--- config.mk ---
export PLATFORM = sky130hd
export DESIGN_NAME = ascii85_line_wrapped_encoder
export DESIGN_NICKNAME = d
export VERILOG_FILES = /design/src/a85lw_pkg.sv /design/src/ascii85_line_wrapped_encoder.sv /design/src/a85lw_front.sv /design/src/a85lw_fifo.sv /design/src/a85lw_conv.sv /design/src/a85lw_emit.sv
export VERILOG_INCLUDE_DIRS = /design/src /design/src/src
export SDC_FILE = /design/constraint.sdc
export NUM_CORES = 2
export LEC_CHECK = 0
export ABC_AREA = 1
export BUFFER_PORTS_ARGS = -buffer_cell sky130_fd_sc_hd__buf_2
export CAP_MARGIN = 20
export CORE_ASPECT_RATIO = 0.75
export CORE_UTILIZATION = 66
export CTS_CLUSTER_DIAMETER = 50
export CTS_CLUSTER_SIZE = 14
export DETAILED_ROUTE_END_ITERATION = 7
export GPL_ROUTABILITY_DRIVEN = 0
export HOLD_SLACK_MARGIN = 0.03
export PLACE_DENSITY = 0.83
export SLEW_MARGIN = 25
export SYNTH_ARGS = -nofsm -noshare
export SYNTH_HDL_FRONTEND = slang
export SYNTH_HIERARCHICAL = 1
export SYNTH_SLANG_ARGS = --single-unit
--- constraint.sdc ---
create_clock -name clk -period 8.4 [get_ports clk]
set_input_delay 1.68 -clock clk [delete_from_list [all_inputs] [get_ports clk]]
set_output_delay 1.68 -clock clk [all_outputs]
set_load 0.02 [all_outputs]
--- src/ascii85_line_wrapped_encoder_defines.svh ---
// ----------------------------------------------------------------------------
// ascii85 line wrapped encoder assertion macros
// shared same-cycle and next-cycle implication checks on clk and rst_n
// ----------------------------------------------------------------------------
`ifndef ASCII85_LINE_WRAPPED_ENCODER_DEFINES_SVH
`define ASCII85_LINE_WRAPPED_ENCODER_DEFINES_SVH

// same-cycle implication
`define A85LW_ASSERT_NOW(name, ante, cons) \
  name: assert property (@(posedge clk) disable iff (!rst_n) (ante) |-> (cons)) \
    else $error("a85lw check failed");

// next-cycle implication
`define A85LW_ASSERT_NEXT(name, ante, cons) \
  name: assert property (@(posedge clk) disable iff (!rst_n) (ante) |=> (cons)) \
    else $error("a85lw check failed");

`endif

--- src/a85lw_pkg.sv ---
// ----------------------------------------------------------------------------
// a85lw_pkg
// types and constants shared by the ascii85 line wrapped encoder
// ----------------------------------------------------------------------------
package a85lw_pkg;

  typedef struct packed {
    logic       kind;
    logic [7:0] data_byte;
  } in_t;

  typedef struct packed {
    logic [7:0] out_char;
    logic       last_char;
  } out_t;

  typedef struct packed {
    logic        finish;
    logic        zero;
    logic [2:0]  used;
    logic [31:0] value;
  } job_t;

  typedef struct packed {
    logic            finish;
    logic            zero;
    logic [2:0]      used;
    logic [4:0][6:0] dig;
  } grp_t;

  localparam logic [7:0]  LINE_WIDTH_RESET = 8'd75;
  localparam logic [7:0]  MIN_WIDTH        = 8'd4;
  localparam logic [7:0]  CHAR_NL          = 8'd10;
  localparam logic [7:0]  CHAR_Z           = 8'd122;
  localparam logic [7:0]  CHAR_TILDE       = 8'd126;
  localparam logic [7:0]  CHAR_GT          = 8'd62;
  localparam logic [7:0]  DIGIT_BASE       = 8'd33;
  localparam logic [6:0]  RADIX            = 7'd85;
  localparam logic [31:0] RECIP_85         = 32'd3233857729;
  localparam int          RECIP_SHIFT      = 38;
  localparam logic [2:0]  FULL_GROUP       = 3'd4;
  localparam logic [2:0]  DIGITS_FULL      = 3'd5;

endpackage

--- src/ascii85_line_wrapped_encoder.sv ---
// ----------------------------------------------------------------------------
// ascii85_line_wrapped_encoder
// byte stream to ascii85 text with line wrapping and end-of-data marker
//
//   channel | ports                          | moves
//   --------+--------------------------------+------------------------------
//   input   | in_valid, in_ready, in_data    | one byte or finish per transfer
//   output  | out_valid, out_ready, out_data | one character per transfer
//   config  | cfg_we, cfg_wdata              | line width, single cycle write
//
// the digit unit takes four remainder steps per four-byte group, with a
// reciprocal multiply step between each, and takes a new job only as it
// finishes the last one; characters leave at one per cycle unless out_ready
// stalls them; a job queue lets bytes enter while the digit unit or the output is stalled
// synchronous active-low reset, no clearing pass
// ----------------------------------------------------------------------------
module ascii85_line_wrapped_encoder import a85lw_pkg::*; #(
  parameter int JOB_DEPTH = 2
) (
  input  logic       clk,
  input  logic       rst_n,
  input  logic       in_valid,
  output logic       in_ready,
  input  in_t        in_data,
  output logic       out_valid,
  input  logic       out_ready,
  output out_t       out_data,
  input  logic       cfg_we,
  input  logic [7:0] cfg_wdata
);

  logic [7:0] width_r;
  logic [7:0] width_eff;

  logic job_push, job_full, job_pop, job_empty;
  job_t job_in, job_out;
  logic grp_valid, grp_ready;
  grp_t grp_data;

  assign width_eff = (width_r < MIN_WIDTH) ? MIN_WIDTH : width_r;

  always_ff @(posedge clk) begin
    if (!rst_n) begin
      width_r <= LINE_WIDTH_RESET;
    end else if (cfg_we) begin
      width_r <= cfg_wdata;
    end
  end

  a85lw_front u_front (
    .clk      (clk),
    .rst_n    (rst_n),
    .in_valid (in_valid),
    .in_ready (in_ready),
    .in_data  (in_data),
    .job_push (job_push),
    .job_data (job_in),
    .job_full (job_full)
  );

  a85lw_fifo #(.DEPTH(JOB_DEPTH)) u_fifo (
    .clk       (clk),
    .rst_n     (rst_n),
    .push      (job_push),
    .push_data (job_in),
    .full      (job_full),
    .pop       (job_pop),
    .pop_data  (job_out),
    .empty     (job_empty)
  );

  logic job_ready;
  assign job_pop = job_ready && !job_empty;

  a85lw_conv u_conv (
    .clk       (clk),
    .rst_n     (rst_n),
    .job_valid (!job_empty),
    .job_ready (job_ready),
    .job_data  (job_out),
    .grp_valid (grp_valid),
    .grp_ready (grp_ready),
    .grp_data  (grp_data)
  );

  a85lw_emit u_emit (
    .clk       (clk),
    .rst_n     (rst_n),
    .grp_valid (grp_valid),
    .grp_ready (grp_ready),
    .grp_data  (grp_data),
    .width_i   (width_eff),
    .out_valid (out_valid),
    .out_ready (out_ready),
    .out_data  (out_data)
  );

endmodule

--- src/a85lw_front.sv ---
// ----------------------------------------------------------------------------
// a85lw_front
// gathers input bytes into groups and queues encode jobs
// ----------------------------------------------------------------------------
module a85lw_front import a85lw_pkg::*; (
  input  logic clk,
  input  logic rst_n,
  input  logic in_valid,
  output logic in_ready,
  input  in_t  in_data,
  output logic job_push,
  output job_t job_data,
  input  logic job_full
);

  logic [23:0] group_r, group_nxt;
  logic [1:0]  count_r, count_nxt;
  logic        accept;

  assign in_ready = !job_full;
  assign accept   = in_valid && in_ready;

  always_comb begin
    group_nxt = group_r;
    count_nxt = count_r;
    job_push  = 1'b0;
    job_data  = '0;
    if (accept) begin
      if (in_data.kind) begin
        job_push        = 1'b1;
        job_data.finish = 1'b1;
        job_data.used   = {1'b0, count_r};
        case (count_r)
          2'd1:    job_data.value = {group_r[7:0], 24'h0};
          2'd2:    job_data.value = {group_r[15:0], 16'h0};
          2'd3:    job_data.value = {group_r, 8'h0};
          default: job_data.value = '0;
        endcase
        group_nxt = '0;
        count_nxt = '0;
      end else if (count_r == 2'd3) begin
        job_push       = 1'b1;
        job_data.used  = FULL_GROUP;
        job_data.value = {group_r, in_data.data_byte};
        group_nxt      = '0;
        count_nxt      = '0;
      end else begin
        group_nxt = {group_r[15:0], in_data.data_byte};
        count_nxt = count_r + 2'd1;
      end
    end
    job_data.zero = (job_data.used == FULL_GROUP) && (job_data.value == '0);
  end

  always_ff @(posedge clk) begin
    if (!rst_n) begin
      group_r <= '0;
      count_r <= '0;
    end else begin
      group_r <= group_nxt;
      count_r <= count_nxt;
    end
  end

endmodule

--- src/a85lw_fifo.sv ---
// ----------------------------------------------------------------------------
// a85lw_fifo
// short job queue between the byte front end and the digit back end
// ----------------------------------------------------------------------------
`include "ascii85_line_wrapped_encoder_defines.svh"

module a85lw_fifo import a85lw_pkg::*; #(
  parameter int DEPTH = 2
) (
  input  logic clk,
  input  logic rst_n,
  input  logic push,
  input  job_t push_data,
  output logic full,
  input  logic pop,
  output job_t pop_data,
  output logic empty
);

  localparam int PW = (DEPTH > 1) ? $clog2(DEPTH) : 1;
  localparam int CW = $clog2(DEPTH + 1);

  job_t          mem_r [DEPTH];
  logic [PW-1:0] wr_ptr_r, rd_ptr_r;
  logic [CW-1:0] count_r;
  logic          do_push, do_pop;

  assign full     = count_r == CW'(DEPTH);
  assign empty    = count_r == '0;
  assign do_push  = push && !full;
  assign do_pop   = pop && !empty;
  assign pop_data = mem_r[rd_ptr_r];

  always_ff @(posedge clk) begin
    if (do_push) begin
      mem_r[wr_ptr_r] <= push_data;
    end
  end

  always_ff @(posedge clk) begin
    if (!rst_n) begin
      wr_ptr_r <= '0;
      rd_ptr_r <= '0;
      count_r  <= '0;
    end else begin
      if (do_push) begin
        wr_ptr_r <= (wr_ptr_r == PW'(DEPTH - 1)) ? '0 : wr_ptr_r + 1'b1;
      end
      if (do_pop) begin
        rd_ptr_r <= (rd_ptr_r == PW'(DEPTH - 1)) ? '0 : rd_ptr_r + 1'b1;
      end
      case ({do_push, do_pop})
        2'b10:   count_r <= count_r + 1'b1;
        2'b01:   count_r <= count_r - 1'b1;
        default: count_r <= count_r;
      endcase
    end
  end

  `A85LW_ASSERT_NOW(a_count_bound, 1'b1, count_r <= CW'(DEPTH))

endmodule

--- src/a85lw_conv.sv ---
// ----------------------------------------------------------------------------
// a85lw_conv
// splits a 32-bit group into five base-85 digits, reciprocal multiply per remainder step
// ----------------------------------------------------------------------------
`include "ascii85_line_wrapped_encoder_defines.svh"

module a85lw_conv import a85lw_pkg::*; (
  input  logic clk,
  input  logic rst_n,
  input  logic job_valid,
  output logic job_ready,
  input  job_t job_data,
  output logic grp_valid,
  input  logic grp_ready,
  output grp_t grp_data
);

  typedef enum logic [1:0] {CV_IDLE, CV_MUL, CV_SUB} cv_state_t;

  cv_state_t       state_r;
  logic [1:0]      step_r;
  logic [31:0]     cur_r;
  logic [63:0]     prod_r;
  logic [4:0][6:0] dig_r;
  logic            finish_r, zero_r;
  logic [2:0]      used_r;
  logic            out_valid_r;
  grp_t            out_r;

  logic [25:0]     quo;
  logic [31:0]     rem32;
  logic            last_step, out_free, load;
  grp_t            done_grp;

  assign quo       = prod_r[63:RECIP_SHIFT];
  assign rem32     = cur_r - ({6'd0, quo} * {25'd0, RADIX});
  assign last_step = (state_r == CV_SUB) && (step_r == 2'd3);
  assign out_free  = !out_valid_r || grp_ready;
  assign job_ready = (state_r == CV_IDLE) || (last_step && out_free);
  assign load      = job_valid && job_ready;
  assign grp_valid = out_valid_r;
  assign grp_data  = out_r;

  always_comb begin
    done_grp        = '0;
    done_grp.finish = finish_r;
    done_grp.zero   = zero_r;
    done_grp.used   = used_r;
    done_grp.dig    = dig_r;
    done_grp.dig[1] = rem32[6:0];
    done_grp.dig[0] = quo[6:0];
  end

  always_ff @(posedge clk) begin
    if (!rst_n) begin
      state_r     <= CV_IDLE;
      step_r      <= '0;
      out_valid_r <= 1'b0;
    end else begin
      if (out_valid_r && grp_ready) begin
        out_valid_r <= 1'b0;
      end
      case (state_r)
        CV_IDLE: begin
          state_r <= CV_IDLE;
        end
        CV_MUL: begin
          prod_r  <= cur_r * RECIP_85;
          state_r <= CV_SUB;
        end
        CV_SUB: begin
          if (!last_step) begin
            dig_r[3'd4 - {1'b0, step_r}] <= rem32[6:0];
            cur_r   <= {6'd0, quo};
            step_r  <= step_r + 2'd1;
            state_r <= CV_MUL;
          end else if (out_free) begin
            out_valid_r <= 1'b1;
            out_r       <= done_grp;
            state_r     <= CV_IDLE;
          end
        end
        default: state_r <= CV_IDLE;
      endcase
      if (load) begin
        prod_r   <= job_data.value * RECIP_85;
        cur_r    <= job_data.value;
        finish_r <= job_data.finish;
        zero_r   <= job_data.zero;
        used_r   <= job_data.used;
        step_r   <= '0;
        state_r  <= CV_SUB;
      end
    end
  end

  `A85LW_ASSERT_NOW(a_rem_range, state_r == CV_SUB, rem32 < {25'd0, RADIX})
  `A85LW_ASSERT_NOW(a_quo_range, last_step, quo < {19'd0, RADIX})

endmodule

--- src/a85lw_emit.sv ---
// ----------------------------------------------------------------------------
// a85lw_emit
// sends digits one character a cycle unless out_ready stalls, wraps lines and closes the stream
// ----------------------------------------------------------------------------
`include "ascii85_line_wrapped_encoder_defines.svh"

module a85lw_emit import a85lw_pkg::*; (
  input  logic       clk,
  input  logic       rst_n,
  input  logic       grp_valid,
  output logic       grp_ready,
  input  grp_t       grp_data,
  input  logic [7:0] width_i,
  output logic       out_valid,
  input  logic       out_ready,
  output out_t       out_data
);

  typedef enum logic [2:0] {
    EM_IDLE, EM_DIG, EM_PRE_NL, EM_TILDE, EM_GT, EM_END_NL
  } em_state_t;

  em_state_t  state_r, state_nxt;
  grp_t       grp_r;
  logic [2:0] ndig_r, ndig_in;
  logic [2:0] idx_r, idx_nxt;
  logic [7:0] col_r, col_nxt;
  logic       out_valid_r;
  out_t       out_r;

  logic       adv, wrap, last_dig, load, emit_en, emit_last;
  logic [7:0] dig_char, emit_char;

  assign adv      = !out_valid_r || out_ready;
  assign wrap     = col_r >= width_i;
  assign last_dig = idx_r == (ndig_r - 3'd1);
  assign dig_char = grp_r.zero ? CHAR_Z : ({1'b0, grp_r.dig[idx_r]} + DIGIT_BASE);
  assign grp_ready = (state_r == EM_IDLE) ||
                     ((state_r == EM_DIG) && adv && !wrap && last_dig && !grp_r.finish);
  assign load      = grp_valid && grp_ready;
  assign out_valid = out_valid_r;
  assign out_data  = out_r;

  always_comb begin
    if (grp_data.zero) begin
      ndig_in = 3'd1;
    end else if (grp_data.finish) begin
      ndig_in = (grp_data.used == '0) ? 3'd0 : grp_data.used + 3'd1;
    end else begin
      ndig_in = DIGITS_FULL;
    end
  end

  always_comb begin
    state_nxt = state_r;
    idx_nxt   = idx_r;
    col_nxt   = col_r;
    emit_en   = 1'b0;
    emit_char = CHAR_NL;
    emit_last = 1'b0;
    case (state_r)
      EM_IDLE: begin
        state_nxt = EM_IDLE;
      end
      EM_DIG: begin
        if (adv) begin
          emit_en = 1'b1;
          if (wrap) begin
            col_nxt = '0;
          end else begin
            emit_char = dig_char;
            col_nxt   = col_r + 8'd1;
            idx_nxt   = idx_r + 3'd1;
            if (last_dig) begin
              if (grp_r.finish) begin
                state_nxt = EM_PRE_NL;
              end else begin
                emit_last = 1'b1;
                state_nxt = EM_IDLE;
              end
            end
          end
        end
      end
      EM_PRE_NL: begin
        if (adv) begin
          emit_en   = 1'b1;
          col_nxt   = '0;
          state_nxt = EM_TILDE;
        end
      end
      EM_TILDE: begin
        if (adv) begin
          emit_en   = 1'b1;
          emit_char = CHAR_TILDE;
          state_nxt = EM_GT;
        end
      end
      EM_GT: begin
        if (adv) begin
          emit_en   = 1'b1;
          emit_char = CHAR_GT;
          state_nxt = EM_END_NL;
        end
      end
      EM_END_NL: begin
        if (adv) begin
          emit_en   = 1'b1;
          emit_last = 1'b1;
          col_nxt   = '0;
          state_nxt = EM_IDLE;
        end
      end
      default: state_nxt = EM_IDLE;
    endcase
    if (load) begin
      idx_nxt = '0;
      if (ndig_in != '0) begin
        state_nxt = EM_DIG;
      end else if (col_nxt != '0) begin
        state_nxt = EM_PRE_NL;
      end else begin
        state_nxt = EM_TILDE;
      end
    end
  end

  always_ff @(posedge clk) begin
    if (!rst_n) begin
      state_r     <= EM_IDLE;
      idx_r       <= '0;
      col_r       <= '0;
      out_valid_r <= 1'b0;
    end else begin
      state_r <= state_nxt;
      idx_r   <= idx_nxt;
      col_r   <= col_nxt;
      if (emit_en) begin
        out_valid_r     <= 1'b1;
        out_r.out_char  <= emit_char;
        out_r.last_char <= emit_last;
      end else if (out_ready) begin
        out_valid_r <= 1'b0;
      end
      if (load) begin
        grp_r  <= grp_data;
        ndig_r <= ndig_in;
      end
    end
  end

  `A85LW_ASSERT_NOW(a_trailer_col, state_r == EM_TILDE, col_r == '0)

endmodule

# Word level (Yosys, flattened, before mapping)
# Memories as Yosys holds them, arrays and structs flattened. A register that Yosys moved wholly into a read port is not among the register bits.
# Cells that the tools add are included.
[word_totals] reg_bits=283 ramBits=74 mem_count=1 word_cells=214
[classes] bitwise=3 addsub=13 reduce_logical=48 mux=73 mul=3 eq_ne=26 n_lt_le_gt_ge=5
[mem_list] name="u_fifo.mem_r" words=2 width=37 read_ports=1 rd_clocked_by_memory_dff=1 wr=1 line_no="a85lw_fifo.sv:23" source="job_t mem_r [DEPTH];"
[ops] op="$mul 32x32->64 const B" n=2
[ops] op="$mux 64" n=2
[ops] op="$mux 35" n=3
[ops] op="$mux 32" n=3
[ops] op="$pmux 32 s3" n=1
[ops] op="$mux 8" n=7
[ops] op="$mux 24" n=2
[ops] op="$mux 3" n=12
[ops] op="$bwmux 35" n=1
[ops] op="$logic_not 32->1" n=1
[ops] op="$mul 26x7->7 const B" n=1
[ops] op="$mux 1" n=24
[ops] op="$pmux 8 s3" n=1
[ops] op="$bmux 7 s3" n=1
[ops] op="$demux 7 s3" n=1
[ops] op="$mux 7" n=3
[ops] op="$ne 3x1->1 const B" n=6
[ops] op="$pmux 8 s2" n=1
[ops] op="$pmux 3 s5" n=1
[ops] op="$logic_and 1x1->1" n=13
[ops] op="$eq 2x2->1 const B" n=6
[ops] op="$mux 2" n=6
[ops] op="$reduce_and 2->1" n=5
[ops] op="$eq 3x3->1 const B" n=3
[ops] op="other kinds (36)" n=65

# Logic depth before layout (Yosys ltp)
[depth] depth_word=15 mapped_depth=29 mapped_depth_nobuf=29

# Hierarchy
# The synthesis kept the hierarchy.
[by_module_without_submodules] mod="a85lw_conv" area_each_um2=28229.6 cells_per_inst=3372 instances=1 seq_area_each_um2=3823.7
[by_module_without_submodules] mod="a85lw_emit" area_each_um2=3409.5 cells_per_inst=394 instances=1 seq_area_each_um2=1771.7
[by_module_without_submodules] mod="a85lw_fifo" area_each_um2=3071.7 cells_per_inst=155 instances=1 seq_area_each_um2=2322.2
[by_module_without_submodules] mod="a85lw_front" area_each_um2=1746.7 cells_per_inst=295 instances=1 seq_area_each_um2=520.5
[by_module_without_submodules] mod="ascii85_line_wrapped_encoder" area_each_um2=344.1 cells_per_inst=52 instances=1 seq_area_each_um2=160.2

# Worst setup path after synthesis
# Ideal clock, no wire load.
[synth_timing] path_type="register to register" start="reg with a tool-made name" end="reg u_conv.prod_r[60], data pin" setup_time_ps=252 path_stages_with_launch=26 setup_slack_ps=2414 arrival_time_ps=5733 period_less_slack_ps=5986 t_required_ps=8148 n_path_buf=2 cell_sequence="dfxtp_1 buf_6 buf_12 mux2_4 ha_1 ha_1 inv_1 fa_1 inv_1 fa_1 inv_1 fa_1 fa_1 fa_1 inv_1 ha_1 ha_1 nand2_1 nor2_1 nand2_1 nor4_2 nand2_1 nand3b_1 nand2_1 nand3_2 nand2_1"
[synth_lines] item="to (signal assigned)" line_no="a85lw_conv.sv:68" source="prod_r <= cur_r * RECIP_85;"
[synth_lines] item="to (signal assigned)" line_no="a85lw_conv.sv:86" source="prod_r <= job_data.value * RECIP_85;"
[synth_lines] item="to (decl)" line_no="a85lw_conv.sv:23" source="logic [63:0] prod_r;"

==> impl_metrics.json <==
{
  "status": "finished, violations left",
  "violations": "DRC",
  "synth_cell_types": 53,
  "clk_path_buf_depth": 3,
  "hold_buffers": 0,
  "async_reset_ff_share_pct": 0,
  "finalSetupTns_ns": 0,
  "gr-usage-all-layers_pct": 36.5,
  "die-area_mm2": 0.0567,
  "instances_no_fill": 5035,
  "endpoint_kind": "flip-flop",
  "max_cap_violations": 0,
  "final_nets": 5316,
  "cp_slowest_stage_delay_ns": 0.62,
  "ioPinCount": 33,
  "num_vias": 29741,
  "core_mm2": 0.0547,
  "cts_root_buffer": "clkbuf_16",
  "crit_fanout": 24,
  "cpMostUsedCell": "fa_1",
  "fin_crit_ns": 7.33,
  "hold_path_class": "flip-flop to flip-flop",
  "required_ns": 8.74,
  "placedCellCount": 4982,
  "grt_max_degree": 62,
  "cts_sinks": 306,
  "post_synth_inst_count": 4268,
  "routed_wl_um": 103000,
  "clock_skew_ns": 0.0374,
  "setup_viol": 0,
  "worst_pin_slew_ns": 0.845,
  "cts_setup_buffers": 0,
  "ys_seq_area_share_pct": 23.4,
  "via_per_inst": 5.91,
  "antenna_found_initial": 2,
  "grt_pass1_wl_um": 157000,
  "path_cells": "buf_4 -> mux2_2 -> ha_1 -> ha_1 -> fa_1 -> fa_1 -> inv_1 -> fa_1 -> inv_1 -> fa_1 -> fa_1 -> ha_1 -> ha_1 -> a21oi_1 -> o21ai_0 -> a21oi_1 -> nand2_1 -> a21oi_1 -> nand3_1 -> nand3_1 -> nand2_1",
  "area_growth_pct": 4.63,
  "cts_tree": "done",
  "grt_pass1_vias": 28252,
  "syn_nets": 5292,
  "io_buffer_count": 32,
  "crit_path_start_kind": "flip-flop",
  "dpl.hpwl_um": 87400,
  "die_h_um": 207,
  "synth-main-ff-cell": "edfxtp_1",
  "fmax_mhz": 136,
  "worstSetupPathType": "flip-flop to flip-flop",
  "slew_violations": 0,
  "antenna_cells": 0,
  "worstPathArrival_ns": 7.67,
  "period_share_pct": 87.3,
  "syn_area_per_cell_um2": 8.62,
  "htree_num_levels": 1,
  "die_w_um": 275,
  "hold_ws_ns": 0.415,
  "start_util_pct": 67.3,
  "ys_ff_latch": 306,
  "syn_area_mm2": 0.0368,
  "crit_family": "adder cells",
  "row_count": 74,
  "numCtsBuffers": 27,
  "drc": 28,
  "path_buf_inv": 3,
  "cts.repair.resized": 0,
  "clk_pin_slew_worst_paths_ns": 0.07,
  "rsz0062_at_grt": "false",
  "wl_per_cell_um": 20.4,
  "ys.warnings.count": 6,
  "post-route-util_pct": 70.4,
  "n_fill_cell": 3975,
  "layout-drive-gt1-share_pct": 4.47,
  "hold_violations": 0,
  "grt.overflow.total": 0,
  "postRouteAntennaNets": 0,
  "synth_edf_count": 247,
  "relSlewSlack_pct": 43.4,
  "cp_slowest_cell": "dfxtp_2",
  "drt_iter0_markers": 4080,
  "first_pass_iters": 8,
  "clk_latency_ns": 0.59
}
synth_stat cells, drive strengths merged, types with 5 or more instances:
| cell type | instances | share of area [%] |
|---|---|---|
| a21o | 14 | 0.29 |
| nand3b | 10 | 0.20 |
| nor3 | 35 | 0.56 |
| inv | 1017 | 10 |
| o21a | 6 | 0.12 |
| fa | 336 | 18 |
| buf | 33 | 0.76 |
| xnor2 | 18 | 0.43 |
| mux2 | 37 | 1.4 |
| dfxtp | 59 | 3.2 |
| o21bai | 17 | 0.35 |
| nand3 | 189 | 2.6 |
| clkbuf | 12 | 0.12 |
| nand4 | 36 | 0.61 |
| o21ai | 145 | 2.0 |
| or2 | 5 | 0.085 |
| nand2 | 792 | 8.2 |
| a21oi | 219 | 3.0 |
| edfxtp | 247 | 20 |
| nor2 | 340 | 3.7 |
| xor2 | 16 | 0.38 |
| ha | 666 | 23 |
layout make-up:
type / count / area [µm²] / area share [%]
Clock inverter: 4 / 51.3 / 0.133
Multi-Input combinational cell: 2899 / 24100 / 62.6
Inverter: 1018 / 3830 / 9.94
Tap cell: 722 / 903 / 2.35
Sequential cell: 306 / 8600 / 22.3
Clock buffer: 46 / 764 / 1.99
Timing Repair Buffer: 40 / 273 / 0.708
per-layer routing:
layer  vias up  wire length (µm)  track usage, %
met3       262             16800            16.0
met1     13904             41800            52.2
met4         4              2890            8.13
li1      13570                 -               -
met5         -                98            1.10
met2      2001             41300            50.7
cells by family (layout without fill, tap and decap cells):
logic type | count (synthesis) | in the layout | synth area share, %
adders and majority gates | 1002 | 1002 | 40.9
muxes | 37 | 37 | 1.44
buffers and inverters | 1063 | 1108 | 11.3
AOI/OAI and AO/OA | 411 | 411 | 6.00
DFF | 306 | 306 | 23.4
xor gates and xnor gates | 34 | 34 | 0.809
and+or+nand+nor | 1415 | 1415 | 16.2
stage by stage:
step,area (µm²),setup slack [ns]
after detailed placement,37600,1.31
after global routing,38500,0.829
after floorplan,36800,2.41
after CTS,38400,1.24
final,38500,1.07
after global placement,37600,1.35
layout by cell type (no fill, tap or decap), types with 30 or more instances in the layout:
cell type,n
ha_1,665
o21ai_0,127
dfxtp_1,58
nand4_1,36
nand3_1,186
a21oi_1,215
inv_1,1003
fa_1,336
mux2_4,30
nand2_1,776
nor2_1,312
edfxtp_1,247
buf_2,32
registers in the layout, summed over array words and instances, names as in the netlist, 8 cells and up, named ones only:
signal,cells
u_emit/col_r,8
u_emit/grp_r,37
u_front/group_r,24
u_conv/cur_r,32
width_r,8
u_conv/grp_data,40
u_fifo/mem_r,74
u_conv/prod_r,26
u_emit/out_data,9
u_conv/dig_r,21
worst register-to-register path, delay by kind of cell, from the launching register on:
| family | cells | cell delay [ns] |
|---|---|---|
| fa+ha+maj | 9 | 3.94 |
| compound gates | 4 | 1.09 |
| flops | 1 | 0.62 |
| buf+inv | 3 | 0.60 |
| mux | 1 | 0.47 |
| simple gates | 4 | 0.38 |
worst paths after layout:
kind	from	end	slack [ns]	cells after the start
setup reg to reg	flip-flop	u_conv/prod_r[58]	1.07	21
hold reg to reg	u_conv/dig_r[31]	u_conv/grp_data[31]	0.41	0
hold / removal	u_conv/dig_r[31]	u_conv/grp_data[31]	0.41	0
setup / recovery	flip-flop	u_conv/prod_r[58]	1.07	21
Power is left out: the tool's default activity adds up to more than one toggle a clock period on the data nets, which glitch-free logic cannot reach.
